<file path="src/sv/hcps_pkg.sv">
// Shared types, constants and helpers for the half-complex power spectrum block.
`default_nettype none

package hcps_pkg;

  // Width of the half-length register and of bin numbers
  localparam int HALF_W = 10;
  // Width of the frame length N = 2M
  localparam int N_W = HALF_W + 1;
  // Largest M the register can hold
  localparam int HALF_MAX = (1 << HALF_W) - 1;
  localparam logic [HALF_W-1:0] HALF_RESET = 10'd512;

  // Defaults for top-level parameters
  localparam int MAX_HALF_LENGTH_DEF = 512;
  localparam int SAMPLE_WIDTH_DEF = 24;

  // Depth of the queue between front and back
  localparam int Q_DEPTH_DEF = 4;
  // Quotient bits resolved per divider stage
  localparam int DIV_BITS = 4;

  // Frame settings handed from the register to front and back
  typedef struct packed {
    logic              restart;
    logic [HALF_W-1:0] half;
    logic [N_W-1:0]    frame_len;
  } hcps_cfg_t;

  // Largest usable M for a given store depth
  function automatic int hcps_max_m(int max_half);
    return (max_half > HALF_MAX) ? HALF_MAX : max_half;
  endfunction

endpackage

`default_nettype wire

</file>
<file path="src/sv/hcps_back.sv">
// Back end: pipelined long division of the energy by the frame length.
`default_nettype none

module hcps_back
  import hcps_pkg::*;
#(
  parameter int SAMPLE_WIDTH = SAMPLE_WIDTH_DEF
) (
  input  wire logic                        clk,
  input  wire logic                        rst_n,
  input  wire hcps_cfg_t                   cfg,
  input  wire logic                        q_empty,
  input  wire logic [2*SAMPLE_WIDTH-1:0]   q_energy,
  input  wire logic [HALF_W-1:0]           q_bin,
  input  wire logic                        q_last,
  output logic                             q_pop,
  output logic                             out_empty,
  input  wire logic                        out_pop,
  output logic      [2*SAMPLE_WIDTH-2:0]   out_power,
  output logic      [HALF_W-1:0]           out_bin_index,
  output logic                             out_last_bin
);

  localparam int E_W     = 2 * SAMPLE_WIDTH;
  localparam int POWER_W = 2 * SAMPLE_WIDTH - 1;
  localparam int STAGES  = (E_W + DIV_BITS - 1) / DIV_BITS;
  localparam int WK_W    = STAGES * DIV_BITS;

  // Dividend bits still to shift out, quotient bits shifted in at the bottom
  typedef struct packed {
    logic [WK_W-1:0] work;
    logic [N_W-1:0]  rem;
  } div_t;

  // Several restoring division steps on a narrow remainder
  function automatic div_t div_steps(div_t a, logic [N_W-1:0] d);
    div_t        r;
    logic [N_W:0] part;
    int          i;
    r = a;
    for (i = 0; i < DIV_BITS; i++) begin
      part   = {r.rem, r.work[WK_W-1]};
      r.work = {r.work[WK_W-2:0], 1'b0};
      if (part >= {1'b0, d}) begin
        r.rem     = N_W'(part - {1'b0, d});
        r.work[0] = 1'b1;
      end else begin
        r.rem = part[N_W-1:0];
      end
    end
    return r;
  endfunction

  logic              st_v_r    [STAGES];
  div_t              st_div_r  [STAGES];
  logic [HALF_W-1:0] st_bin_r  [STAGES];
  logic              st_last_r [STAGES];
  logic              adv, take;
  div_t              head;

  // Whole pipe moves unless the result word is held
  assign adv   = !st_v_r[STAGES-1] || out_pop;
  assign take  = adv && !q_empty;
  assign q_pop = take;

  assign head.work = WK_W'(q_energy);
  assign head.rem  = '0;

  // Stage valid bits
  always_ff @(posedge clk) begin
    if (!rst_n) begin
      for (int i = 0; i < STAGES; i++) begin
        st_v_r[i] <= 1'b0;
      end
    end else if (adv) begin
      st_v_r[0] <= take;
      for (int i = 1; i < STAGES; i++) begin
        st_v_r[i] <= st_v_r[i-1];
      end
    end
  end

  // Stage payload
  always_ff @(posedge clk) begin
    if (adv) begin
      st_div_r[0]  <= div_steps(head, cfg.frame_len);
      st_bin_r[0]  <= q_bin;
      st_last_r[0] <= q_last;
      for (int i = 1; i < STAGES; i++) begin
        st_div_r[i]  <= div_steps(st_div_r[i-1], cfg.frame_len);
        st_bin_r[i]  <= st_bin_r[i-1];
        st_last_r[i] <= st_last_r[i-1];
      end
    end
  end

  // Result word
  assign out_empty     = !st_v_r[STAGES-1];
  assign out_power     = st_div_r[STAGES-1].work[POWER_W-1:0];
  assign out_bin_index = st_bin_r[STAGES-1];
  assign out_last_bin  = st_last_r[STAGES-1];

endmodule

`default_nettype wire

</file>
<file path="config.mk">
export PLATFORM = sky130hd
export DESIGN_NAME = hcps_back
export DESIGN_NICKNAME = d
export VERILOG_FILES = /design/src/sv/hcps_pkg.sv /design/src/sv/hcps_back.sv
export SDC_FILE = /design/constraint.sdc
export NUM_CORES = 2
export LEC_CHECK = 0
export ABC_CLOCK_PERIOD_IN_PS = 29400
export CAP_MARGIN = 20
export CORE_MARGIN = 8
export CORE_UTILIZATION = 45
export CTS_CLUSTER_SIZE = 10
export DETAILED_ROUTE_END_ITERATION = 10
export DONT_BUFFER_PORTS = 1
export PLACE_DENSITY_LB_ADDON = 0.3
export SYNTH_ARGS = -nofsm -noshare
export SYNTH_HDL_FRONTEND = slang
export SYNTH_SLANG_ARGS = --single-unit
</file>
<file path="constraint.sdc">
create_clock -name clk -period 29.4 [get_ports clk]
set_input_delay 5.88 -clock clk [delete_from_list [all_inputs] [get_ports clk]]
set_output_delay 5.88 -clock clk [all_outputs]
set_load 0.02 [all_outputs]
</file>
==> reports/metrics.yaml <==
status: "completed"
core_um2: 119000
gr-total-overflow: 0
register_area_um2: 24900
gp_congestion: 0.874
totalWireLength_mm: 114
post-cts-setup-buffers: 0
antenna_found_initial: 0
grt_use_total_pct: 17.0
synth_edf_count: 828
rows: 127
cts_hold_buf: 0
synth-simple-area-share_pct: 12.0
fin_crit_ns: 16.13
cts_made_buffers: 100
synth_mux_area_share_pct: 7.74
ys_ff_latch: 829
htree_levels: 3
placed_area_um2: 55600
num-nets-final: 5451
n_fill_cell: 10600
maxCapViolations: 0
multi_input_area_um2: 27200
finalClockSkew_ns: 0.0292
synthAdderAreaFrac_pct: 13.8
path_max_fanout: 22
cts_sinks: 829
netlist-cell-type-count: 96
grt_pass1_wl_mm: 183
numPortBuffers: 0
hp-class: "flip-flop to flip-flop"
drtIter0Drc: 2064
crit_type: "input port to flip-flop"
rsz0062_at_grt: "false"
end_kind: "flip-flop"
cts.clk_slew.worst_paths_ns: 0.06
worstSkewPairLatency_ns: 0.71
setup_viol: 0
period_share_pct: 54.9
cts-root-buf: "clkbuf_16"
syn_to_final_growth_pct: 8.63
max_freq_mhz: 62.0
netlist_area_um2: 53900
antenna_cells: 0
final_area_um2: 58500
report.final.slew_viol_count: 0
cts.path.max_buffers: 3
yosys_most_used_dff: "edfxtp_1"
cp_common_cell: "o21ai_0"
grt_pass1_vias: 35000
fin_util_pct: 49.0
drt-wirelength-per-cell_um: 17.7
dr.pass1.iters: 5
place_hpwl_mm: 78.8
cts_tree: "done"
post_cts_resized: 0
cp.required_ns: 29.83
final_layout_size_suffix_gt1_share_pct: 10.9
drt_drc_violations_left: 0
arrival_ns: 16.56
yosys_warnings: 0
via_count: 36200
worst_hold_slack_ns: 0.404
start_util_pct: 45.2
slowest_delay_ns: 0.56
synthesis.nets: 5419
grt_max_degree: 187
crit_path_start_kind: "input port"
synth_xor_area_share_pct: 4.53
postSynthAreaPerCell_um2: 11.3
worst_pin_slew_ns: 1.02
dieArea_um2: 131000
cp-startpoint: "cfg[8]"
async_flop_share_pct: 0
netlist_instances: 4769
timing.slew.headroom_pct: 32.0
vias_per_cell: 5.60
die_h_um: 362
synth_compound_area_share_pct: 12.5
postRouteAntennaNets: 0
timing.hold.worst.start: "st_div_r[0][167]"
die_x_um: 362
fin_tns_setup_ns: 0
synth_top_family_by_area: "adder cells"
cp_slowest_cell: "a221oi_1"
yosysSeqAreaShare_pct: 46.2
timing.rr.start: "st_div_r[0][61]"
io_pins: 145
finalHoldViolCount: 0
==> stage by stage <==
stage                     setup slack (ns)  std cells
final                                13.27       6462
after global routing                 12.47       6462
after CTS                            13.39       6462
after detailed placement             12.59       6311
after global placement               12.67       6310
after floorplan                      12.13       4769
==> path summary, 6_finish.rpt <==
path	cells past startpoint	slack, ns	to
max	39	13.27	st_div_r[1][10]
min	0	0.40	st_div_r[0][230]
max reg2reg	36	18.42	st_div_r[0][122]
min reg2reg	0	0.40	st_div_r[0][230]
==> cells by family (layout without fill, tap and decap cells) <==
group | Yosys count | in the layout
simple gates | 1295 | 1295
compound gates | 1014 | 1014
flops | 829 | 829
fa+ha+maj | 565 | 565
buf+inv | 408 | 489
mux | 379 | 379
xor+xnor | 279 | 279
==> registers in the layout (all words and copies together) (netlist names) <==
register,count
st_bin_r,120
st_last_r,12
st_v_r,12
st_div_r,685
==> cell usage in the layout (no fill, tap or decap), types with 102 or more instances in the layout <==
cell type,instances
xor2_1,105
nand2_1,262
mux2_2,269
xnor2_1,174
o21ai_0,241
edfxtp_1,828
clkbuf_16,102
inv_1,273
ha_1,519
nor2_1,390
a21oi_1,250
==> worst max-delay path: cells and delay by family <==
| kind | cells | cell delay [ns] |
|---|---|---|
| compound gates | 18 | 5.02 |
| fa+ha+maj | 4 | 1.55 |
| buf+inv | 6 | 1.66 |
| mux | 3 | 0.91 |
| simple gates | 8 | 1.45 |
==> cell type report <==
cell class / count / area share [%]
Tap cell: 1612 / 3.45
Timing Repair Buffer: 46 / 0.675
Sequential cell: 829 / 42.5
Clock inverter: 29 / 0.466
Clock buffer: 122 / 4.49
Inverter: 292 / 1.89
Multi-Input combinational cell: 3532 / 46.5
==> per-layer routing <==
layer,wire length [um],GRT usage [%],up-vias
li1,-,-,18100
met1,52200,22.3,17300
met2,54700,28.9,641
met3,4400,2.67,198
met4,2970,5.22,0
met5,0,0,-
==> cell usage after synthesis (all sizes together), types with 23 or more instances <==
cell type	instances	area (um^2)
a211oi	48	365
a21boi	47	353
a21o	92	692
a21oi	250	1250
a311oi	23	219
a31oi	29	181
and3	50	318
buf	76	533
clkbuf	40	150
edfxtp	828	24900
fa	46	921
ha	519	6490
inv	292	1100
mux2	279	3170
mux2i	100	1000
nand2	262	983
nand2b	60	375
nand3	66	330
nand4	81	513
nor2	390	1460
nor2b	101	639
nor3	93	465
nor4	31	194
o211ai	28	220
o21a	46	345
o21ai	245	1230
o31ai	24	185
or2	33	206
or3	34	213
xnor2	174	1520
xor2	105	920
Power is left out: the tool's default activity adds up to more than one toggle a clock period on the data nets, which glitch-free logic cannot reach.
