==> src/sv/hcps_pkg.sv <==
// Shared types, constants and helpers for the half-complex power spectrum block.
`default_nettype none

package hcps_pkg;

  // Width of the half-length register and of bin numbers
  localparam int HALF_W = 10;
  // Width of the frame length N = 2M
  localparam int N_W = HALF_W + 1;
  // Largest M the register can hold
  localparam int HALF_MAX = (1 << HALF_W) - 1;
  localparam logic [HALF_W-1:0] HALF_RESET = 10'd512;

  // Defaults for top-level parameters
  localparam int MAX_HALF_LENGTH_DEF = 512;
  localparam int SAMPLE_WIDTH_DEF = 24;

  // Depth of the queue between front and back
  localparam int Q_DEPTH_DEF = 4;
  // Quotient bits resolved per divider stage
  localparam int DIV_BITS = 4;

  // Frame settings handed from the register to front and back
  typedef struct packed {
    logic              restart;
    logic [HALF_W-1:0] half;
    logic [N_W-1:0]    frame_len;
  } hcps_cfg_t;

  // Largest usable M for a given store depth
  function automatic int hcps_max_m(int max_half);
    return (max_half > HALF_MAX) ? HALF_MAX : max_half;
  endfunction

endpackage

`default_nettype wire

==> src/sv/hcps_queue.sv <==
// Small first-in first-out queue of words between the front and the back.
`default_nettype none

module hcps_queue
  import hcps_pkg::*;
#(
  parameter int WIDTH = 8,
  parameter int DEPTH = Q_DEPTH_DEF
) (
  input  wire logic                       clk,
  input  wire logic                       rst_n,
  input  wire logic                       push,
  input  wire logic [WIDTH-1:0]           wdata,
  input  wire logic                       pop,
  output logic      [WIDTH-1:0]           rdata,
  output logic                            empty,
  output logic                            full,
  output logic      [$clog2(DEPTH+1)-1:0] count
);

  localparam int PTR_W = (DEPTH > 1) ? $clog2(DEPTH) : 1;
  localparam int CNT_W = $clog2(DEPTH + 1);

  logic [WIDTH-1:0] mem_r [DEPTH];
  logic [PTR_W-1:0] wr_ptr_r, rd_ptr_r;
  logic [CNT_W-1:0] count_r;
  logic             do_push, do_pop;

  assign empty   = (count_r == '0);
  assign full    = (count_r == CNT_W'(DEPTH));
  assign count   = count_r;
  assign rdata   = mem_r[rd_ptr_r];
  assign do_push = push && !full;
  assign do_pop  = pop && !empty;

  // Storage, no reset needed
  always_ff @(posedge clk) begin
    if (do_push) begin
      mem_r[wr_ptr_r] <= wdata;
    end
  end

  // Pointers and fill count
  always_ff @(posedge clk) begin
    if (!rst_n) begin
      wr_ptr_r <= '0;
      rd_ptr_r <= '0;
      count_r  <= '0;
    end else begin
      if (do_push) begin
        wr_ptr_r <= (wr_ptr_r == PTR_W'(DEPTH - 1)) ? '0 : wr_ptr_r + PTR_W'(1);
      end
      if (do_pop) begin
        rd_ptr_r <= (rd_ptr_r == PTR_W'(DEPTH - 1)) ? '0 : rd_ptr_r + PTR_W'(1);
      end
      if (do_push && !do_pop) begin
        count_r <= count_r + CNT_W'(1);
      end else if (!do_push && do_pop) begin
        count_r <= count_r - CNT_W'(1);
      end
    end
  end

endmodule

`default_nettype wire

==> config.mk <==
export PLATFORM = sky130hd
export DESIGN_NAME = hcps_queue
export DESIGN_NICKNAME = d
export VERILOG_FILES = /design/src/sv/hcps_pkg.sv /design/src/sv/hcps_queue.sv
export SDC_FILE = /design/constraint.sdc
export NUM_CORES = 1
export LEC_CHECK = 0
export BUFFER_PORTS_ARGS = -buffer_cell sky130_fd_sc_hd__buf_2
export CORE_UTILIZATION = 35
export CTS_BUF_LIST = sky130_fd_sc_hd__clkbuf_16
export DETAILED_ROUTE_END_ITERATION = 6
export GPL_TIMING_DRIVEN = 0
export PLACE_DENSITY_LB_ADDON = 0.12
export SYNTH_ARGS = -nofsm -noshare
export SYNTH_HDL_FRONTEND = slang
export SYNTH_SLANG_ARGS = --single-unit
==> constraint.sdc <==
create_clock -name clk -period 2.5 [get_ports clk]
set_input_delay 0.5 -clock clk [delete_from_list [all_inputs] [get_ports clk]]
set_output_delay 0.5 -clock clk [all_outputs]
set_load 0.01 [all_outputs]
==> run_results.csv <==
group,metric,value,unit
status,run_status,"complete, no violations",
cts,cts-htree-levels,2,
timing,final-setup-viol-count,0,
cts,tritoncts,"done",
cells_and_area,insertedDiodeCount,0,
timing,fin_worst_skew,0.00303,ns
min_path,holdCritStartpoint,"wdata[0]",
cts,cts.clk_slew.worst_paths,0.06,ns
cells_and_area,post_route_cells_drive_above_1_share,0.336,
timing,finalCritPeriodShare,0.927,
worst_setup_path,critPathTopFamily,"compound AO/OA/AOI/OAI gates",
power_and_ir_drop,power.static_leakage,0.733,nW
cts,clock_tree.buffer_depth,2,
min_path,hold-path-endpoint,"mem_r[0][0]",
worst_setup_path,slowest_stage,"sky130_fd_sc_hd__o31ai_1",
detailed_routing,drtAntennaViolNets,0,
floorplanning,fp.dieArea,4940,um2
cells_and_area,layoutNonFillerInstCount,177,
cts,clock-root-buffer,"sky130_fd_sc_hd__clkbuf_16",
timing,max_slew.worst_pin.slew,0.550,ns
worst_setup_path,path_depth,7,
placement,dpl.hpwl,1770,um
logic_synthesis,ys.flop_type,"sky130_fd_sc_hd__edfxtp_1",
floorplanning,placementRows,24,
logic_synthesis,synth_edf_count,32,
logic_synthesis,postSynth.asyncResetShare,0,
cts,cts-hold-fix-buffers,0,
run,maxCapViolations,0,
logic_synthesis,synth_sequential_area_ratio,0.700,
timing,slew_violations,0,
floorplanning,core-area,4410,um2
power_and_ir_drop,irDropWorstVdd,0.334,mV
detailed_routing,drt-pass1-iter-count,4,
worst_setup_path,r2r-end,"count[2]",
timing,clock.fmax,0.432,GHz
logic_synthesis,synth_warnings,0,
placement,routabilityCongestion,0.663,
timing,setup_tns,0,ns
timing,layout_min_cycle_time,2.32,ns
power_and_ir_drop,p_per_area,1020,nW/um2
global_route,globalRoute.busiestLayer,"met2",
logic_synthesis,synth.lib_cells_used.distinct,23,
cts,clock_sink_count,41,
cells_and_area,fillerInstances,384,
worst_setup_path,crit_path_max_incr_delay,0.54,ns
worst_setup_path,setup.worst_path.end_class,"register",
logic_synthesis,netlist_area,1630,um2
timing,setup_ws,0.183,ns
detailed_routing,routed_wire_length_per_instance,14.8,um
worst_setup_path,critical_path.reg2reg.startpoint,"count[1]",
global_route,met3_usage,0.0346,
worst_setup_path,timing_worst_setup_path_type,"register to register",
min_path,worst_hold_path_type,"input pin to register",
timing,timing.final.hold_violations,0,
global_route,number_of_antenna_violations_at_the_first_check_in_global_routing,0,
global_route,first_global_vias,918,
global_route,groute.layer.met2.usage,0.217,
cts,cts_inserted_buffers,5,
worst_setup_path,worstPathCellList,"o31ai_1, ha_1, inv_1, fa_1, xor2_1, or3_1, a21boi_0",
floorplanning,die_height,70.3,um
cells_and_area,syn2layout_area_growth,19.9,%
logic_synthesis,synth_seq_cells,41,
timing,setup_repair_after_global_routing_missed_its_margin,"false",
cts,clk_latency,0.28,ns
timing,max_slew_margin,0.630,
global_route,grt_start_max_net_pins,13,
detailed_routing,via_count,869,
global_route,met1_usage,0.135,
placement,place.detailed.instances,169,
detailed_routing,drt_first_iter_violations,27,
floorplanning,horizontal_die_dimension,70.3,um
timing,finalHoldWorstSlack,0.437,ns
worst_setup_path,critical_path_startpoint_category,"register",
global_route,global_route.overflow_total,0,
logic_synthesis,syn_nets,112,
floorplanning,initial_utilization,0.369,
detailed_routing,vias_per_cell,4.91,
worst_setup_path,r2r_setup_slack,0.18,ns
floorplanning,ioPinCount,25,
detailed_routing,finalWirelength,2620,um
cts,postCtsSetupRepairBufs,0,
placement,pre_cts_ws,0.159,ns
cts,cts.repair.resized,0,
logic_synthesis,syn-instance-count,93,
worst_setup_path,crit_arrival,2.52,ns
global_route,grtUsageTotal,0.124,
worst_setup_path,required,2.70,ns
placement,numPortBuffers,24,
worst_setup_path,worst_r2r_path_depth,7,
logic_synthesis,avgSynthCellArea,17.5,um2
cells_and_area,finish.net_count,143,
global_route,global_route_wire_length_before_repair,4430,um
detailed_routing,drc_violations_left,0,
min_path,cells_on_worst_hold_path,1,
worst_setup_path,critPathBufInv,1,
worst_setup_path,crit_fanout,6,
-- metrics by stage --
step	util	cell area [um2]	power, mW
6_report	0.443	1950	1.99
5_1_grt	0.443	1950	2.11
4_1_cts	0.443	1950	2.02
3_5_place_dp	0.411	1820	1.42
3_3_place_gp	0.411	1820	1.41
2_1_floorplan	-	1630	1.25
-- synth_stat cells, drive strengths merged (2+ instances only) --
cell type / count / area share
buf: 3 / 0.0084
nand3: 2 / 0.0061
edfxtp: 32 / 0.59
mux2i: 3 / 0.018
nand2: 6 / 0.014
dfxtp: 9 / 0.11
nor2b: 2 / 0.0077
mux4: 8 / 0.11
ha: 6 / 0.046
o21ai: 3 / 0.0092
nor2: 2 / 0.0046
and2: 5 / 0.019
inv: 3 / 0.0069
-- power by group --
part           switching [mW]  internal [mW]
combinational           0.253          0.247
clock                   0.229          0.361
sequential             0.0577          0.840
-- logic make-up after synthesis --
logic type | share of synthesized area
AOI/OAI and AO/OA | 0.0184
xor gates and xnor gates | 0.0107
adders and majority gates | 0.0583
buffers and inverters | 0.0176
DFF | 0.700
muxes | 0.129
and+or+nand+nor | 0.0660
-- cell type report --
cell class,count,area (um2),area share
Sequential cell,41,1140,0.584
Multi-Input combinational cell,45,460,0.236
Clock buffer,5,125,0.0640
Timing Repair Buffer,24,120,0.0615
Tap cell,52,65.1,0.0333
Buffer,4,17.5,0.00896
Clock inverter,3,13.8,0.00704
Inverter,3,11.3,0.00576
-- layout by cell type, fill, tap and decap left out, types with 3 or more instances in the layout --
| cell type | n |
|---|---|
| sky130_fd_sc_hd__edfxtp_1 | 32 |
| sky130_fd_sc_hd__buf_2 | 26 |
| sky130_fd_sc_hd__dfxtp_1 | 9 |
| sky130_fd_sc_hd__mux4_2 | 8 |
| sky130_fd_sc_hd__nand2_1 | 6 |
| sky130_fd_sc_hd__ha_1 | 6 |
| sky130_fd_sc_hd__and2_1 | 5 |
| sky130_fd_sc_hd__clkbuf_16 | 5 |
| sky130_fd_sc_hd__inv_1 | 4 |
| sky130_fd_sc_hd__mux2i_1 | 3 |
| sky130_fd_sc_hd__o21ai_0 | 3 |
-- routing by layer --
| layer | wire (um) | part of all wire |
|---|---|---|
| met2 | 1440 | 0.55 |
| met5 | 0 | 0 |
| met1 | 1030 | 0.39 |
| met4 | 50 | 0.019 |
| met3 | 100 | 0.038 |
-- state kept, by name, summed over array words and instances (netlist names), named ones only --
signal    flops
count         3
mem_r        32
rd_ptr_r      2
wr_ptr_r      2
-- worst max-delay path by stage --
stage | startpoint | end | slack (ns)
final | count[1] | count[2] | 0.18
after global placement | count[0] | count[2] | 0.20
after global routing | count[1] | count[2] | 0.004
after CTS | count[1] | count[2] | 0.16
after floorplan | count[0] | count[2] | 0.36
after detailed placement | count[0] | count[2] | 0.16
-- worst reg2reg max path, stage by stage, from the launching register on --
cell                       delay, ns
sky130_fd_sc_hd__dfxtp_1        0.38
sky130_fd_sc_hd__o31ai_1        0.54
sky130_fd_sc_hd__ha_1           0.28
sky130_fd_sc_hd__inv_1          0.06
sky130_fd_sc_hd__fa_1           0.37
sky130_fd_sc_hd__xor2_1         0.16
sky130_fd_sc_hd__or3_1          0.30
sky130_fd_sc_hd__a21boi_0       0.16
(Power assumes the default switching activity.)
